[src/hw/rtl/raft_pkg.sv]
package raft_pkg;

	localparam int unsigned TO_MIN = 50;
	localparam int unsigned TO_MAX = 3 * TO_MIN;
	localparam logic [7:0] INIT_TIMEOUT_RST = 8'd100;
	localparam logic [7:0] PEER_COUNT_RST = 8'd2;
	localparam logic [7:0] ELAPSED_MAX = 8'hFF;

	localparam int unsigned ADDR_BITS = 4;
	localparam int unsigned DATA_BITS = 32;

	typedef enum logic [1:0] {
		REG_SELF_ID = 2'd0,
		REG_PEER_COUNT = 2'd1,
		REG_INIT_TIMEOUT = 2'd2
	} reg_idx_t;

	typedef enum logic [1:0] {
		ACT_HEARTBEAT = 2'd0,
		ACT_VOTE_REQ = 2'd1,
		ACT_TICK = 2'd2,
		ACT_TALLY = 2'd3
	} action_t;

	typedef enum logic [1:0] {
		ROLE_FOLLOWER = 2'd0,
		ROLE_CANDIDATE = 2'd1,
		ROLE_LEADER = 2'd2
	} role_t;

	typedef struct packed {
		logic [15:0] self_id;
		logic [7:0] peer_count;
		logic to_load;
		logic [7:0] to_value;
	} cfg_t;

	function automatic logic [7:0] clamp_timeout(input logic [7:0] v);
		logic [7:0] r;
		r = v;
		if (v < 8'(TO_MIN)) begin
			r = 8'(TO_MIN);
		end else if (v > 8'(TO_MAX)) begin
			r = 8'(TO_MAX);
		end
		return r;
	endfunction

endpackage

[src/hw/rtl/raft_cfg.sv]
module raft_cfg (
	input  logic clk,
	input  logic arst_n,
	input  logic psel,
	input  logic penable,
	input  logic pwrite,
	input  logic [raft_pkg::ADDR_BITS-1:0] paddr,
	input  logic [raft_pkg::DATA_BITS-1:0] pwdata,
	output logic [raft_pkg::DATA_BITS-1:0] prdata,
	output logic pready,
	output raft_pkg::cfg_t cfg
);

	logic [15:0] self_id_q;
	logic [7:0] peer_count_q;
	logic [7:0] init_timeout_q;
	logic wr_en;
	raft_pkg::reg_idx_t idx;

	assign pready = 1'b1;
	assign wr_en = psel & penable & pwrite & pready;
	assign idx = raft_pkg::reg_idx_t'(paddr[3:2]);

	always_ff @(posedge clk or negedge arst_n) begin
		if (!arst_n) begin
			self_id_q <= '0;
			peer_count_q <= raft_pkg::PEER_COUNT_RST;
			init_timeout_q <= raft_pkg::INIT_TIMEOUT_RST;
		end else if (wr_en) begin
			case (idx)
				raft_pkg::REG_SELF_ID: self_id_q <= pwdata[15:0];
				raft_pkg::REG_PEER_COUNT: peer_count_q <= pwdata[7:0];
				raft_pkg::REG_INIT_TIMEOUT: init_timeout_q <= pwdata[7:0];
				default: ;
			endcase
		end
	end

	always_comb begin
		case (idx)
			raft_pkg::REG_SELF_ID: prdata = {16'd0, self_id_q};
			raft_pkg::REG_PEER_COUNT: prdata = {24'd0, peer_count_q};
			raft_pkg::REG_INIT_TIMEOUT: prdata = {24'd0, init_timeout_q};
			default: prdata = '0;
		endcase
	end

	assign cfg.self_id = self_id_q;
	assign cfg.peer_count = peer_count_q;
	assign cfg.to_load = wr_en && (idx == raft_pkg::REG_INIT_TIMEOUT);
	assign cfg.to_value = pwdata[7:0];

endmodule

[src/hw/rtl/raft_core.sv]
module raft_core #(
	parameter int unsigned TERM_BITS = 32,
	parameter int unsigned ID_BITS = 16
) (
	input  logic clk,
	input  logic arst_n,
	input  raft_pkg::cfg_t cfg,
	input  logic item_valid,
	output logic item_ready,
	input  logic [1:0] action,
	input  logic [15:0] sender_id,
	input  logic [31:0] msg_term,
	input  logic [7:0] vote_count,
	input  logic [7:0] new_timeout,
	output logic result_valid,
	input  logic result_ready,
	output logic vote_ok,
	output logic start_election,
	output logic [1:0] role,
	output logic [31:0] term_now,
	output logic leader_known,
	output logic [15:0] leader_now,
	output logic two_leaders
);

	// input stage
	logic s1_valid_q;
	raft_pkg::action_t action_s1;
	logic [ID_BITS-1:0] sender_s1;
	logic [TERM_BITS-1:0] term_s1;
	logic [7:0] votes_s1;
	logic [7:0] fresh_s1;

	// node state
	raft_pkg::role_t role_q;
	logic [TERM_BITS-1:0] term_q;
	logic lvalid_q;
	logic [ID_BITS-1:0] lid_q;
	logic [7:0] elapsed_q;
	logic [7:0] timeout_q;

	// result stage
	logic res_valid_s2;
	logic granted_s2;
	logic started_s2;
	raft_pkg::role_t role_s2;
	logic [TERM_BITS-1:0] term_s2;
	logic lvalid_s2;
	logic [ID_BITS-1:0] lid_s2;
	logic twol_s2;

	logic adv_s1;
	raft_pkg::role_t role_d;
	logic [TERM_BITS-1:0] term_d;
	logic lvalid_d;
	logic [ID_BITS-1:0] lid_d;
	logic [7:0] elapsed_d;
	logic [7:0] elapsed_inc;
	logic granted_d;
	logic started_d;
	logic twol_d;
	logic is_new;

	assign adv_s1 = s1_valid_q && (!res_valid_s2 || result_ready);
	assign item_ready = !s1_valid_q || adv_s1;

	always_ff @(posedge clk or negedge arst_n) begin
		if (!arst_n) begin
			s1_valid_q <= 1'b0;
		end else if (item_ready) begin
			s1_valid_q <= item_valid;
		end
	end

	always_ff @(posedge clk) begin
		if (item_ready && item_valid) begin
			action_s1 <= raft_pkg::action_t'(action);
			sender_s1 <= ID_BITS'(sender_id);
			term_s1 <= TERM_BITS'(msg_term);
			votes_s1 <= vote_count;
			fresh_s1 <= new_timeout;
		end
	end

	assign elapsed_inc = (elapsed_q < raft_pkg::ELAPSED_MAX) ? elapsed_q + 8'd1 : elapsed_q;
	assign is_new = !lvalid_q || (sender_s1 != lid_q) || (term_s1 != term_q);

	always_comb begin
		role_d = role_q;
		term_d = term_q;
		lvalid_d = lvalid_q;
		lid_d = lid_q;
		elapsed_d = elapsed_q;
		granted_d = 1'b0;
		started_d = 1'b0;
		twol_d = 1'b0;
		case (action_s1)
			raft_pkg::ACT_HEARTBEAT: begin
				if (!is_new) begin
					elapsed_d = '0;
				end else if ((term_s1 > term_q) || ((term_s1 == term_q) && !lvalid_q)) begin
					term_d = term_s1;
					lid_d = sender_s1;
					lvalid_d = 1'b1;
					if (role_q == raft_pkg::ROLE_LEADER) begin
						role_d = raft_pkg::ROLE_FOLLOWER;
					end
					elapsed_d = '0;
				end else if ((role_q == raft_pkg::ROLE_FOLLOWER) && (term_s1 == term_q) &&
						(sender_s1 != lid_q) && (term_q != '0) && lvalid_q) begin
					twol_d = 1'b1;
				end
			end
			raft_pkg::ACT_VOTE_REQ: begin
				if (term_s1 > term_q) begin
					granted_d = 1'b1;
					term_d = term_s1;
					lvalid_d = 1'b0;
					role_d = raft_pkg::ROLE_FOLLOWER;
				end
				elapsed_d = '0;
			end
			raft_pkg::ACT_TICK: begin
				elapsed_d = elapsed_inc;
				if ((role_q == raft_pkg::ROLE_FOLLOWER) && (elapsed_inc >= timeout_q)) begin
					role_d = raft_pkg::ROLE_CANDIDATE;
					if (term_q != '1) begin
						term_d = term_q + TERM_BITS'(1);
					end
					lvalid_d = 1'b0;
					elapsed_d = '0;
					started_d = 1'b1;
				end
			end
			raft_pkg::ACT_TALLY: begin
				if (role_q == raft_pkg::ROLE_CANDIDATE) begin
					if (votes_s1 >= (cfg.peer_count >> 1)) begin
						role_d = raft_pkg::ROLE_LEADER;
						lvalid_d = 1'b1;
						lid_d = ID_BITS'(cfg.self_id);
					end else begin
						role_d = raft_pkg::ROLE_FOLLOWER;
						lvalid_d = 1'b0;
					end
				end
			end
			default: ;
		endcase
	end

	always_ff @(posedge clk or negedge arst_n) begin
		if (!arst_n) begin
			role_q <= raft_pkg::ROLE_FOLLOWER;
			term_q <= '0;
			lvalid_q <= 1'b0;
			lid_q <= '0;
			elapsed_q <= '0;
			timeout_q <= raft_pkg::clamp_timeout(raft_pkg::INIT_TIMEOUT_RST);
		end else begin
			if (adv_s1) begin
				role_q <= role_d;
				term_q <= term_d;
				lvalid_q <= lvalid_d;
				lid_q <= lid_d;
				elapsed_q <= elapsed_d;
			end
			if (cfg.to_load) begin
				timeout_q <= raft_pkg::clamp_timeout(cfg.to_value);
			end else if (adv_s1 && (action_s1 == raft_pkg::ACT_TALLY)) begin
				timeout_q <= raft_pkg::clamp_timeout(fresh_s1);
			end
		end
	end

	always_ff @(posedge clk or negedge arst_n) begin
		if (!arst_n) begin
			res_valid_s2 <= 1'b0;
		end else if (adv_s1) begin
			res_valid_s2 <= 1'b1;
		end else if (result_ready) begin
			res_valid_s2 <= 1'b0;
		end
	end

	always_ff @(posedge clk) begin
		if (adv_s1) begin
			granted_s2 <= granted_d;
			started_s2 <= started_d;
			role_s2 <= role_d;
			term_s2 <= term_d;
			lvalid_s2 <= lvalid_d;
			lid_s2 <= lid_d;
			twol_s2 <= twol_d;
		end
	end

	assign result_valid = res_valid_s2;
	assign vote_ok = granted_s2;
	assign start_election = started_s2;
	assign role = role_s2;
	assign term_now = 32'(term_s2);
	assign leader_known = lvalid_s2;
	assign leader_now = 16'(lid_s2);
	assign two_leaders = twol_s2;

	a_elect_role: assert property (@(posedge clk) disable iff (!arst_n)
		adv_s1 && started_d |=> res_valid_s2 && (role_s2 == raft_pkg::ROLE_CANDIDATE))
		else $error("election start without candidate role");

	a_s1_hold: assert property (@(posedge clk) disable iff (!arst_n)
		s1_valid_q && !adv_s1 |=> s1_valid_q)
		else $error("input stage item dropped");

	a_state_hold: assert property (@(posedge clk) disable iff (!arst_n)
		!adv_s1 |=> $stable(term_q) && $stable(role_q) && $stable(lvalid_q))
		else $error("state changed without an item");

	a_twol_follower: assert property (@(posedge clk) disable iff (!arst_n)
		res_valid_s2 && twol_s2 |-> (role_s2 == raft_pkg::ROLE_FOLLOWER) && lvalid_s2)
		else $error("two leaders flagged off follower");

	a_grant_forgets: assert property (@(posedge clk) disable iff (!arst_n)
		res_valid_s2 && granted_s2 |-> !lvalid_s2 && (role_s2 == raft_pkg::ROLE_FOLLOWER))
		else $error("granted vote kept leader");

endmodule

[src/hw/rtl/raft_election_node_unit.sv]
// A result passes the input register, then the result register; node state updates as an
// item leaves the input register. One item per cycle unless a stalled result holds it up.
// A stalled result holds the input register; it takes a new item when empty or advancing.
// Reset (arst_n low, asynchronous): follower, term 0, no leader, timer 0,
// timeout 100 ticks, registers self_id 0, peer_count 2, initial_timeout_ms 100.
module raft_election_node_unit #(
	parameter int unsigned TERM_BITS = 32,
	parameter int unsigned ID_BITS = 16
) (
	input  logic clk,
	input  logic arst_n,
	input  logic psel,
	input  logic penable,
	input  logic pwrite,
	input  logic [raft_pkg::ADDR_BITS-1:0] paddr,
	input  logic [raft_pkg::DATA_BITS-1:0] pwdata,
	output logic [raft_pkg::DATA_BITS-1:0] prdata,
	output logic pready,
	input  logic item_valid,
	output logic item_ready,
	input  logic [1:0] action,
	input  logic [15:0] sender_id,
	input  logic [31:0] msg_term,
	input  logic [7:0] vote_count,
	input  logic [7:0] new_timeout,
	output logic result_valid,
	input  logic result_ready,
	output logic vote_ok,
	output logic start_election,
	output logic [1:0] role,
	output logic [31:0] term_now,
	output logic leader_known,
	output logic [15:0] leader_now,
	output logic two_leaders
);

	raft_pkg::cfg_t cfg;

	raft_cfg u_cfg (
		.clk(clk),
		.arst_n(arst_n),
		.psel(psel),
		.penable(penable),
		.pwrite(pwrite),
		.paddr(paddr),
		.pwdata(pwdata),
		.prdata(prdata),
		.pready(pready),
		.cfg(cfg)
	);

	raft_core #(
		.TERM_BITS(TERM_BITS),
		.ID_BITS(ID_BITS)
	) u_core (
		.clk(clk),
		.arst_n(arst_n),
		.cfg(cfg),
		.item_valid(item_valid),
		.item_ready(item_ready),
		.action(action),
		.sender_id(sender_id),
		.msg_term(msg_term),
		.vote_count(vote_count),
		.new_timeout(new_timeout),
		.result_valid(result_valid),
		.result_ready(result_ready),
		.vote_ok(vote_ok),
		.start_election(start_election),
		.role(role),
		.term_now(term_now),
		.leader_known(leader_known),
		.leader_now(leader_now),
		.two_leaders(two_leaders)
	);

endmodule

[config.mk]
export PLATFORM = sky130hd
export DESIGN_NAME = raft_election_node_unit
export DESIGN_NICKNAME = d
export VERILOG_FILES = /design/src/hw/rtl/raft_pkg.sv /design/src/hw/rtl/raft_cfg.sv /design/src/hw/rtl/raft_core.sv /design/src/hw/rtl/raft_election_node_unit.sv
export SDC_FILE = /design/constraint.sdc
export NUM_CORES = 1
export LEC_CHECK = 0
export ABC_AREA = 1
export ABC_CLOCK_PERIOD_IN_PS = 4500
export BUFFER_PORTS_ARGS = -buffer_cell sky130_fd_sc_hd__clkbuf_2
export CAP_MARGIN = 15
export CELL_PAD_IN_SITES_DETAIL_PLACEMENT = 0
export CELL_PAD_IN_SITES_GLOBAL_PLACEMENT = 2
export CORE_MARGIN = 2
export CORE_UTILIZATION = 30
export CTS_BUF_LIST = sky130_fd_sc_hd__clkbuf_4 sky130_fd_sc_hd__clkbuf_8
export DETAILED_ROUTE_END_ITERATION = 8
export PLACE_DENSITY = 0.82
export RECOVER_POWER = 100
export SYNTH_ARGS = -nofsm -noshare
export SYNTH_HDL_FRONTEND = slang
export SYNTH_SLANG_ARGS = --single-unit
[constraint.sdc]
create_clock -name clk -period 4.5 [get_ports clk]
set_clock_uncertainty 0.05 [all_clocks]
set_input_delay 0.675 -clock clk [delete_from_list [all_inputs] [get_ports clk]]
set_output_delay 0.675 -clock clk [all_outputs]
set_load 0.05 [all_outputs]
==> flow_summary.yaml, run 1 <==
power_and_ir_drop:
  leakage_nw: 7.45
  power_frac_comb_pct: 41.1
  p_seq_share_pct: 35.0
  sw_frac_of_total_pct: 45.4
  p_switching_mw: 4.14
  power_mw: 9.13
  p_int_mw: 4.98
  max-vdd-ir-drop_uv: 271
  pwr-share-clk_pct: 23.9
  powerDensity_nw_per_um2: 564
sta:
  worst_pin_slew_ns: 3.29
  rsz0062_at_grt: "false"
  setup_viol: 0
  timing.fmax_ghz: 0.249
  final.setup.tns_ns: 0
  slew_headroom_pct: -119
  period_minus_slack_ns: 4.01
  slew_viol_final: 247
  hold_viol: 0
  period_share_pct: 89.1
die:
  io_pins: 198
  die_area_um2: 48900
  die_w_um: 221
  start_util_pct: 30.4
  core_area_um2: 46600
  rows: 79
  die_y_um: 221
clocking:
  clock_path_buffers: 3
  cts_resized: 0
  cts_tree: "built"
  path_clk_slew_ns: 0.07
  cts_hold_buf: 0
  root_buffer: "clkbuf_8"
  cts_buffers: 44
  h-tree-depth: 2
  postCtsSetupBuffers: 0
  cts_num_sinks: 221
  worst_skew_pair.late_latency_ns: 0.63
detailed_routing:
  dr.pass1.iters: 5
  wl_mm: 48.1
  ant_nets: 0
  vias: 12900
  wl_per_cell_um: 18.4
  drc: 0
  detail_route.iter0.violations: 846
  via_per_inst: 4.94
placed_design:
  gp_congestion: 0.849
  hpwl_mm: 32.4
  portBuffers: 162
run_status:
  status: "complete, but fails checks"
  violations: "max-capacitance violations, max-slew violations"
grt:
  grt_first_pass_wirelength_mm: 74.0
  use_met2_pct: 31.3
  grt_overflow: 0
  grt_max_degree: 67
  top_usage_layer: "met2"
  antenna_found_initial: 4
  grtUsageTotal_pct: 19.4
  grt.met3_usage_pct: 3.09
  grt_pass1_vias: 12600
  grt_util_met1_pct: 26.1
yosys:
  synthTopCellsByCount: "554 x nand2_1, 190 x nand3_1, 159 x nor2_1"
  synth.cell_area_um2: 14100
  yosys-top-cells-area: "edfxtp_1 25%, dfrtp_1 17%, nand2_1 15%"
  synth.most_common_cell: "nand2_1"
  synth.avg_cell_area_um2: 7.76
  ys_types: 51
  yosysWarnings: 0
  synth_top_area_share_pct: 25.5
  synth_top_cell_by_area: "edfxtp_1"
  synthFlopType: "edfxtp_1"
  ys_seq_area_share_pct: 43.4
  synthCells: 1823
  async_flop_share_pct: 45.7
  ys_seq_elements: 221
  synth_edf_count: 120
final_layout:
  multi_input_area_um2: 6910
  layout-drive-gt1-share_pct: 11.0
  fillers: 4973
  seq_area_um2: 6140
  area_growth_pct: 14.5
  fin_nets: 2130
worst_setup_path:
  crit_family: "simple AND/OR/NAND/NOR gates"
  cpPeakStageDelay_ns: 0.49
  worstPathArrival_ns: 4.48
  crit_required_ns: 4.97
  cp_num_buf_inv: 2
  critical_path_class: "reg -> reg"
  crit_path_end_kind: "flop"
  cp_cell_sequence: "inv_1 > ha_1 > nand2_1 > nor2_1 > nand2_1 > nor2_1 > nand2_1 > nand3_1 > nand2_2 > clkbuf_2 > nand2_1 > o211ai_2 > o21ai_0"
  slowest_stage: "nand2_1"
  crit_top_cell: "nand2_1"
  cp_max_fo: 24
  start_kind: "flop"
job:
  maxCapViolCount: 5
min_path:
  holdCritPathClass: "in -> reg"
power by group through the flow:
| stage | Combinational, mW | Sequential [mW] | Clock, mW |
|---|---|---|---|
| after floorplan | 2.53 | 3.41 | 0 |
| after global placement | 3.78 | 3.20 | 0 |
| after detailed placement | 3.83 | 3.22 | 0 |
| after CTS | 3.84 | 3.18 | 2.26 |
| after global routing | 4.21 | 3.26 | 2.34 |
| final | 3.75 | 3.19 | 2.18 |
metal layers:
metal	wire length, um	part of all wire [%]	vias up
met5	0	0	-
met4	1540	3.2	0
met3	2820	5.9	93
met2	22200	46	399
met1	21600	45	6073
li1	-	-	6333
cells by family (layout without fill, tap and decap cells):
group,after synthesis,after routing,share of synthesized area (%)
other,2,19,0.0531
buffers and inverters,257,420,8.03
DFF,221,221,43.4
AOI/OAI and AO/OA,203,203,8.99
xor gates and xnor gates,28,28,1.73
adders and majority gates,54,54,4.78
and+or+nand+nor,1058,1058,33.0
final timing paths:
check / cells past startpoint / to / startpoint / slack (ns)
max in group asynchronous: 2 / u_cfg.self_id_q[6] / arst_n / 0.90
min in group asynchronous: 1 / u_core.term_q[8] / arst_n / 0.53
max reg2reg: 13 / u_core.elapsed_q[3] / u_core.term_q[11] / 0.49
max: 13 / u_core.elapsed_q[3] / u_core.term_q[11] / 0.49
min: 1 / u_core.term_s1[15] / msg_term[15] / 0.17
min reg2reg: 2 / u_cfg.init_timeout_q[5] / u_cfg.init_timeout_q[5] / 0.41
metrics by stage:
step           instance area, um2  hold slack (ns)  utilization (%)  worst slack, ns  instances
4_1_cts                     16400            0.128             35.2            0.598       2608
3_3_place_gp                15500            0.412             33.2            0.640       2528
2_1_floorplan               14200            0.329                -             1.11       1838
6_report                    16200            0.169             34.8            0.491       2610
5_1_grt                     16200            0.154             34.8            0.107       2610
3_5_place_dp                15500            0.410             33.2            0.649       2528
cell type report:
type / instances / area share [%]
antenna: 2 / 0.0309
tap: 607 / 4.69
clock inverter: 19 / 1.03
multi-input combinational: 1360 / 42.6
clock buffer: 61 / 4.68
inverter: 156 / 3.62
sequential: 221 / 37.9
timing repair buffer: 184 / 5.39
flip-flops by register name, summed over array words and instances, names as in the netlist, 16 cells and up:
signal             cells
u_core.lid_q          16
u_core.sender_s1      16
u_core.term_q         32
u_cfg.self_id_q       16
u_core.term_now       32
u_core.leader_now     16
u_core.term_s1        32
cells in the final DEF, fill, tap and decap left out, types with 17 or more instances in the layout:
cell / netlist / routed
edfxtp_1: 120 / 120
xor2_1: 26 / 26
nand4_1: 44 / 44
clkbuf_8: 0 / 48
clkbuf_1: 39 / 92
clkbuf_2: 1 / 77
a21oi_1: 47 / 47
inv_1: 146 / 145
nand3_1: 190 / 191
o21ai_0: 56 / 83
conb_1: 2 / 17
nor2_1: 159 / 160
nand2_1: 554 / 556
ha_1: 54 / 52
and2_0: 0 / 23
dfrtp_1: 94 / 94
nand3b_1: 33 / 33
(Power assumes the default switching activity.)
==> inputs of run 2 (changes only) <==
--- a/config.mk
+++ b/config.mk
@@ -9,13 +9,13 @@
 export ABC_CLOCK_PERIOD_IN_PS = 4500
 export BUFFER_PORTS_ARGS = -buffer_cell sky130_fd_sc_hd__clkbuf_2
 export CAP_MARGIN = 15
-export CELL_PAD_IN_SITES_DETAIL_PLACEMENT = 0
-export CELL_PAD_IN_SITES_GLOBAL_PLACEMENT = 2
+export CELL_PAD_IN_SITES_DETAIL_PLACEMENT = 1
+export CELL_PAD_IN_SITES_GLOBAL_PLACEMENT = 1
 export CORE_MARGIN = 2
 export CORE_UTILIZATION = 30
 export CTS_BUF_LIST = sky130_fd_sc_hd__clkbuf_4 sky130_fd_sc_hd__clkbuf_8
 export DETAILED_ROUTE_END_ITERATION = 8
-export PLACE_DENSITY = 0.82
+export PLACE_DENSITY = 0.69
 export RECOVER_POWER = 100
 export SYNTH_ARGS = -nofsm -noshare
 export SYNTH_HDL_FRONTEND = slang
==> run 2 against run 1 <==
Register-to-register slack worse by 0.22 ns; sequential power about the same; critical path type unchanged; via count up 2.5%; critical path depth up 9; flip-flop and latch count unchanged; the flow still finishes with violations (max-capacitance violations, max-slew violations); hold slack worse by 0.0084 ns; global-route usage up 0.94 points; largest cell class unchanged; first-iteration DRC count down 3.3%; setup slack worse by 0.22 ns; clock-buffer cell count up 8.
==> flow_summary.yaml, run 2 (synthesis gave the netlist of run 1 again) <==
clocking:
  cts_hold_buf: 0
  clock_path_buffers: 3
  cts_num_sinks: 221
  cts_buffers: 44
  root_buffer: "clkbuf_8"
  h-tree-depth: 2
  worst_skew_pair.late_latency_ns: 0.64
  cts_tree: "built"
  path_clk_slew_ns: 0.06
sta:
  rsz0062_at_grt: "false"
  final.setup.tns_ns: 0
  slew_viol_final: 197
  holdWs_ns: 0.160
  timing.fmax_ghz: 0.237
  period_minus_slack_ns: 4.23
  slew_headroom_pct: -115
  hold_viol: 0
  worst_pin_slew_ns: 3.22
  period_share_pct: 93.9
  worst_slack_ns: 0.275
  setup_viol: 0
die:
  die_y_um: 221
  io_pins: 198
  start_util_pct: 30.4
  die_area_um2: 48900
  die_w_um: 221
  rows: 79
  core_area_um2: 46600
detailed_routing:
  ant_nets: 0
  detail_route.iter0.violations: 818
  vias: 13200
  wl_mm: 50.6
  via_per_inst: 5.06
  drc: 0
  dr.pass1.iters: 5
  wl_per_cell_um: 19.4
worst_setup_path:
  critical_path_class: "reg -> reg"
  crit_top_cell: "nor2_1"
  cp_num_buf_inv: 2
  cp_cell_sequence: "ha_1 > nand3_1 > nand3b_1 > nor2_1 > inv_1 > nor2_1 > nor2_1 > nand3_1 > xnor2_1 > ha_1 > a21oi_1 > nor2_1 > nor3_1 > nand3_1 > nand2_1 > buf_4 > nand2_1 > o21ai_0 > nor2_1 > nor2_1 > nand3_1 > and2_0"
  start_kind: "flop"
  crit_required_ns: 4.78
  cpPeakStageDelay_ns: 0.42
  crit_family: "simple AND/OR/NAND/NOR gates"
  cp_max_fo: 24
  slowest_stage: "dfrtp_1"
  crit_path_end_kind: "flop"
  worstPathArrival_ns: 4.50
run_status:
  violations: "max-capacitance violations, max-slew violations"
  status: "complete, but fails checks"
grt:
  grt_util_met1_pct: 26.4
  grt.met3_usage_pct: 3.01
  use_met2_pct: 33.9
  top_usage_layer: "met2"
  grt_pass1_vias: 13900
  grt_overflow: 0
  antenna_found_initial: 1
  grtUsageTotal_pct: 20.3
  grt_max_degree: 55
  grt_first_pass_wirelength_mm: 78.7
final_layout:
  stdcell_count: 2614
  fillers: 5765
  area_growth_pct: 14.1
  mostFrequentLayoutCells: "555 x nand2_1, 191 x nand3_1, 159 x nor2_1, 146 x inv_1, 120 x edfxtp_1"
  fin_nets: 2133
  layout_commonest_cell: "nand2_1"
  final_core_utilization_pct: 34.7
  layout-drive-gt1-share_pct: 10.8
  postLayoutCellArea_um2: 16100
placed_design:
  gp_congestion: 0.918
  place_ws_ns: 0.385
  place_area_um2: 15400
  portBuffers: 162
  dpl.cell_count: 2531
  hpwl_mm: 35.7
min_path:
  holdCritPathClass: "in -> reg"
power_and_ir_drop:
  leakage_nw: 7.43
  power_mw: 9.18
  max-vdd-ir-drop_uv: 317
  powerDensity_nw_per_um2: 569
job:
  maxCapViolCount: 5
==> run 2: cell types whose count changed in the layout (fill, tap and decap cells not counted), moves of 3 or more <==
cell      previous run  this run
and2_0              23        27
and2_1               8         4
clkbuf_1            92        96
clkbuf_4            14        17
clkbuf_8            48        52
clkinv_1             7         4
o211ai_1            12        22
o211ai_2            14         4
==> run 2: layer usage <==
metal | vias to the layer above | part of all wire (%) | wire, um
met1 | 6516 | 45 | 22800
met3 | 90 | 4.2 | 2100
li1 | 6332 | - | -
met2 | 282 | 48 | 24100
met4 | 0 | 3.3 | 1650
met5 | - | 0 | 0
==> run 2: report_power, final <==
part           switching [mW]  internal [mW]  total, mW
clock                    1.00           1.21       2.21
sequential              0.525           2.69       3.21
combinational            2.69           1.06       3.75
==> run 2: final timing paths <==
check / start / to / slack, ns / cells after the start
min reg2reg: u_cfg.init_timeout_q[5] / u_cfg.init_timeout_q[5] / 0.42 / 2
min in group asynchronous: arst_n / u_core.term_q[18] / 0.97 / 1
max reg2reg: u_core.elapsed_q[1] / u_core.term_now[23] / 0.27 / 22
min: sender_id[9] / u_core.sender_s1[9] / 0.16 / 1
max in group asynchronous: arst_n / u_cfg.init_timeout_q[7] / 1.27 / 2
max: u_core.elapsed_q[1] / u_core.term_now[23] / 0.27 / 22
==> run 2: cell type report <==
type	instances	area, um2	area share [%]
multi-input cells	1360	6860	42.5
flip-flops and latches	221	6140	38.0
repair buffers	187	852	5.28
clock buffers	69	843	5.23
well taps	607	759	4.71
inverters	156	587	3.64
clock inverters	13	90.1	0.558
diodes	1	2.50	0.0155
==> run 2: repair_timing <==
item,CTS,global route
setup endpoints to repair,0,1
endpoints found under the hold margin,0,0
resized for setup,0,1
buffers inserted,0,0
==> run 2: worst register-to-register path, delay by kind of cell, from the launching register on <==
family / cells / cell delay [ns]
compound gates: 2 / 0.23
xor+xnor: 1 / 0.15
buf+inv: 2 / 0.38
simple gates: 15 / 2.21
flops: 1 / 0.42
fa+ha+maj: 2 / 0.50
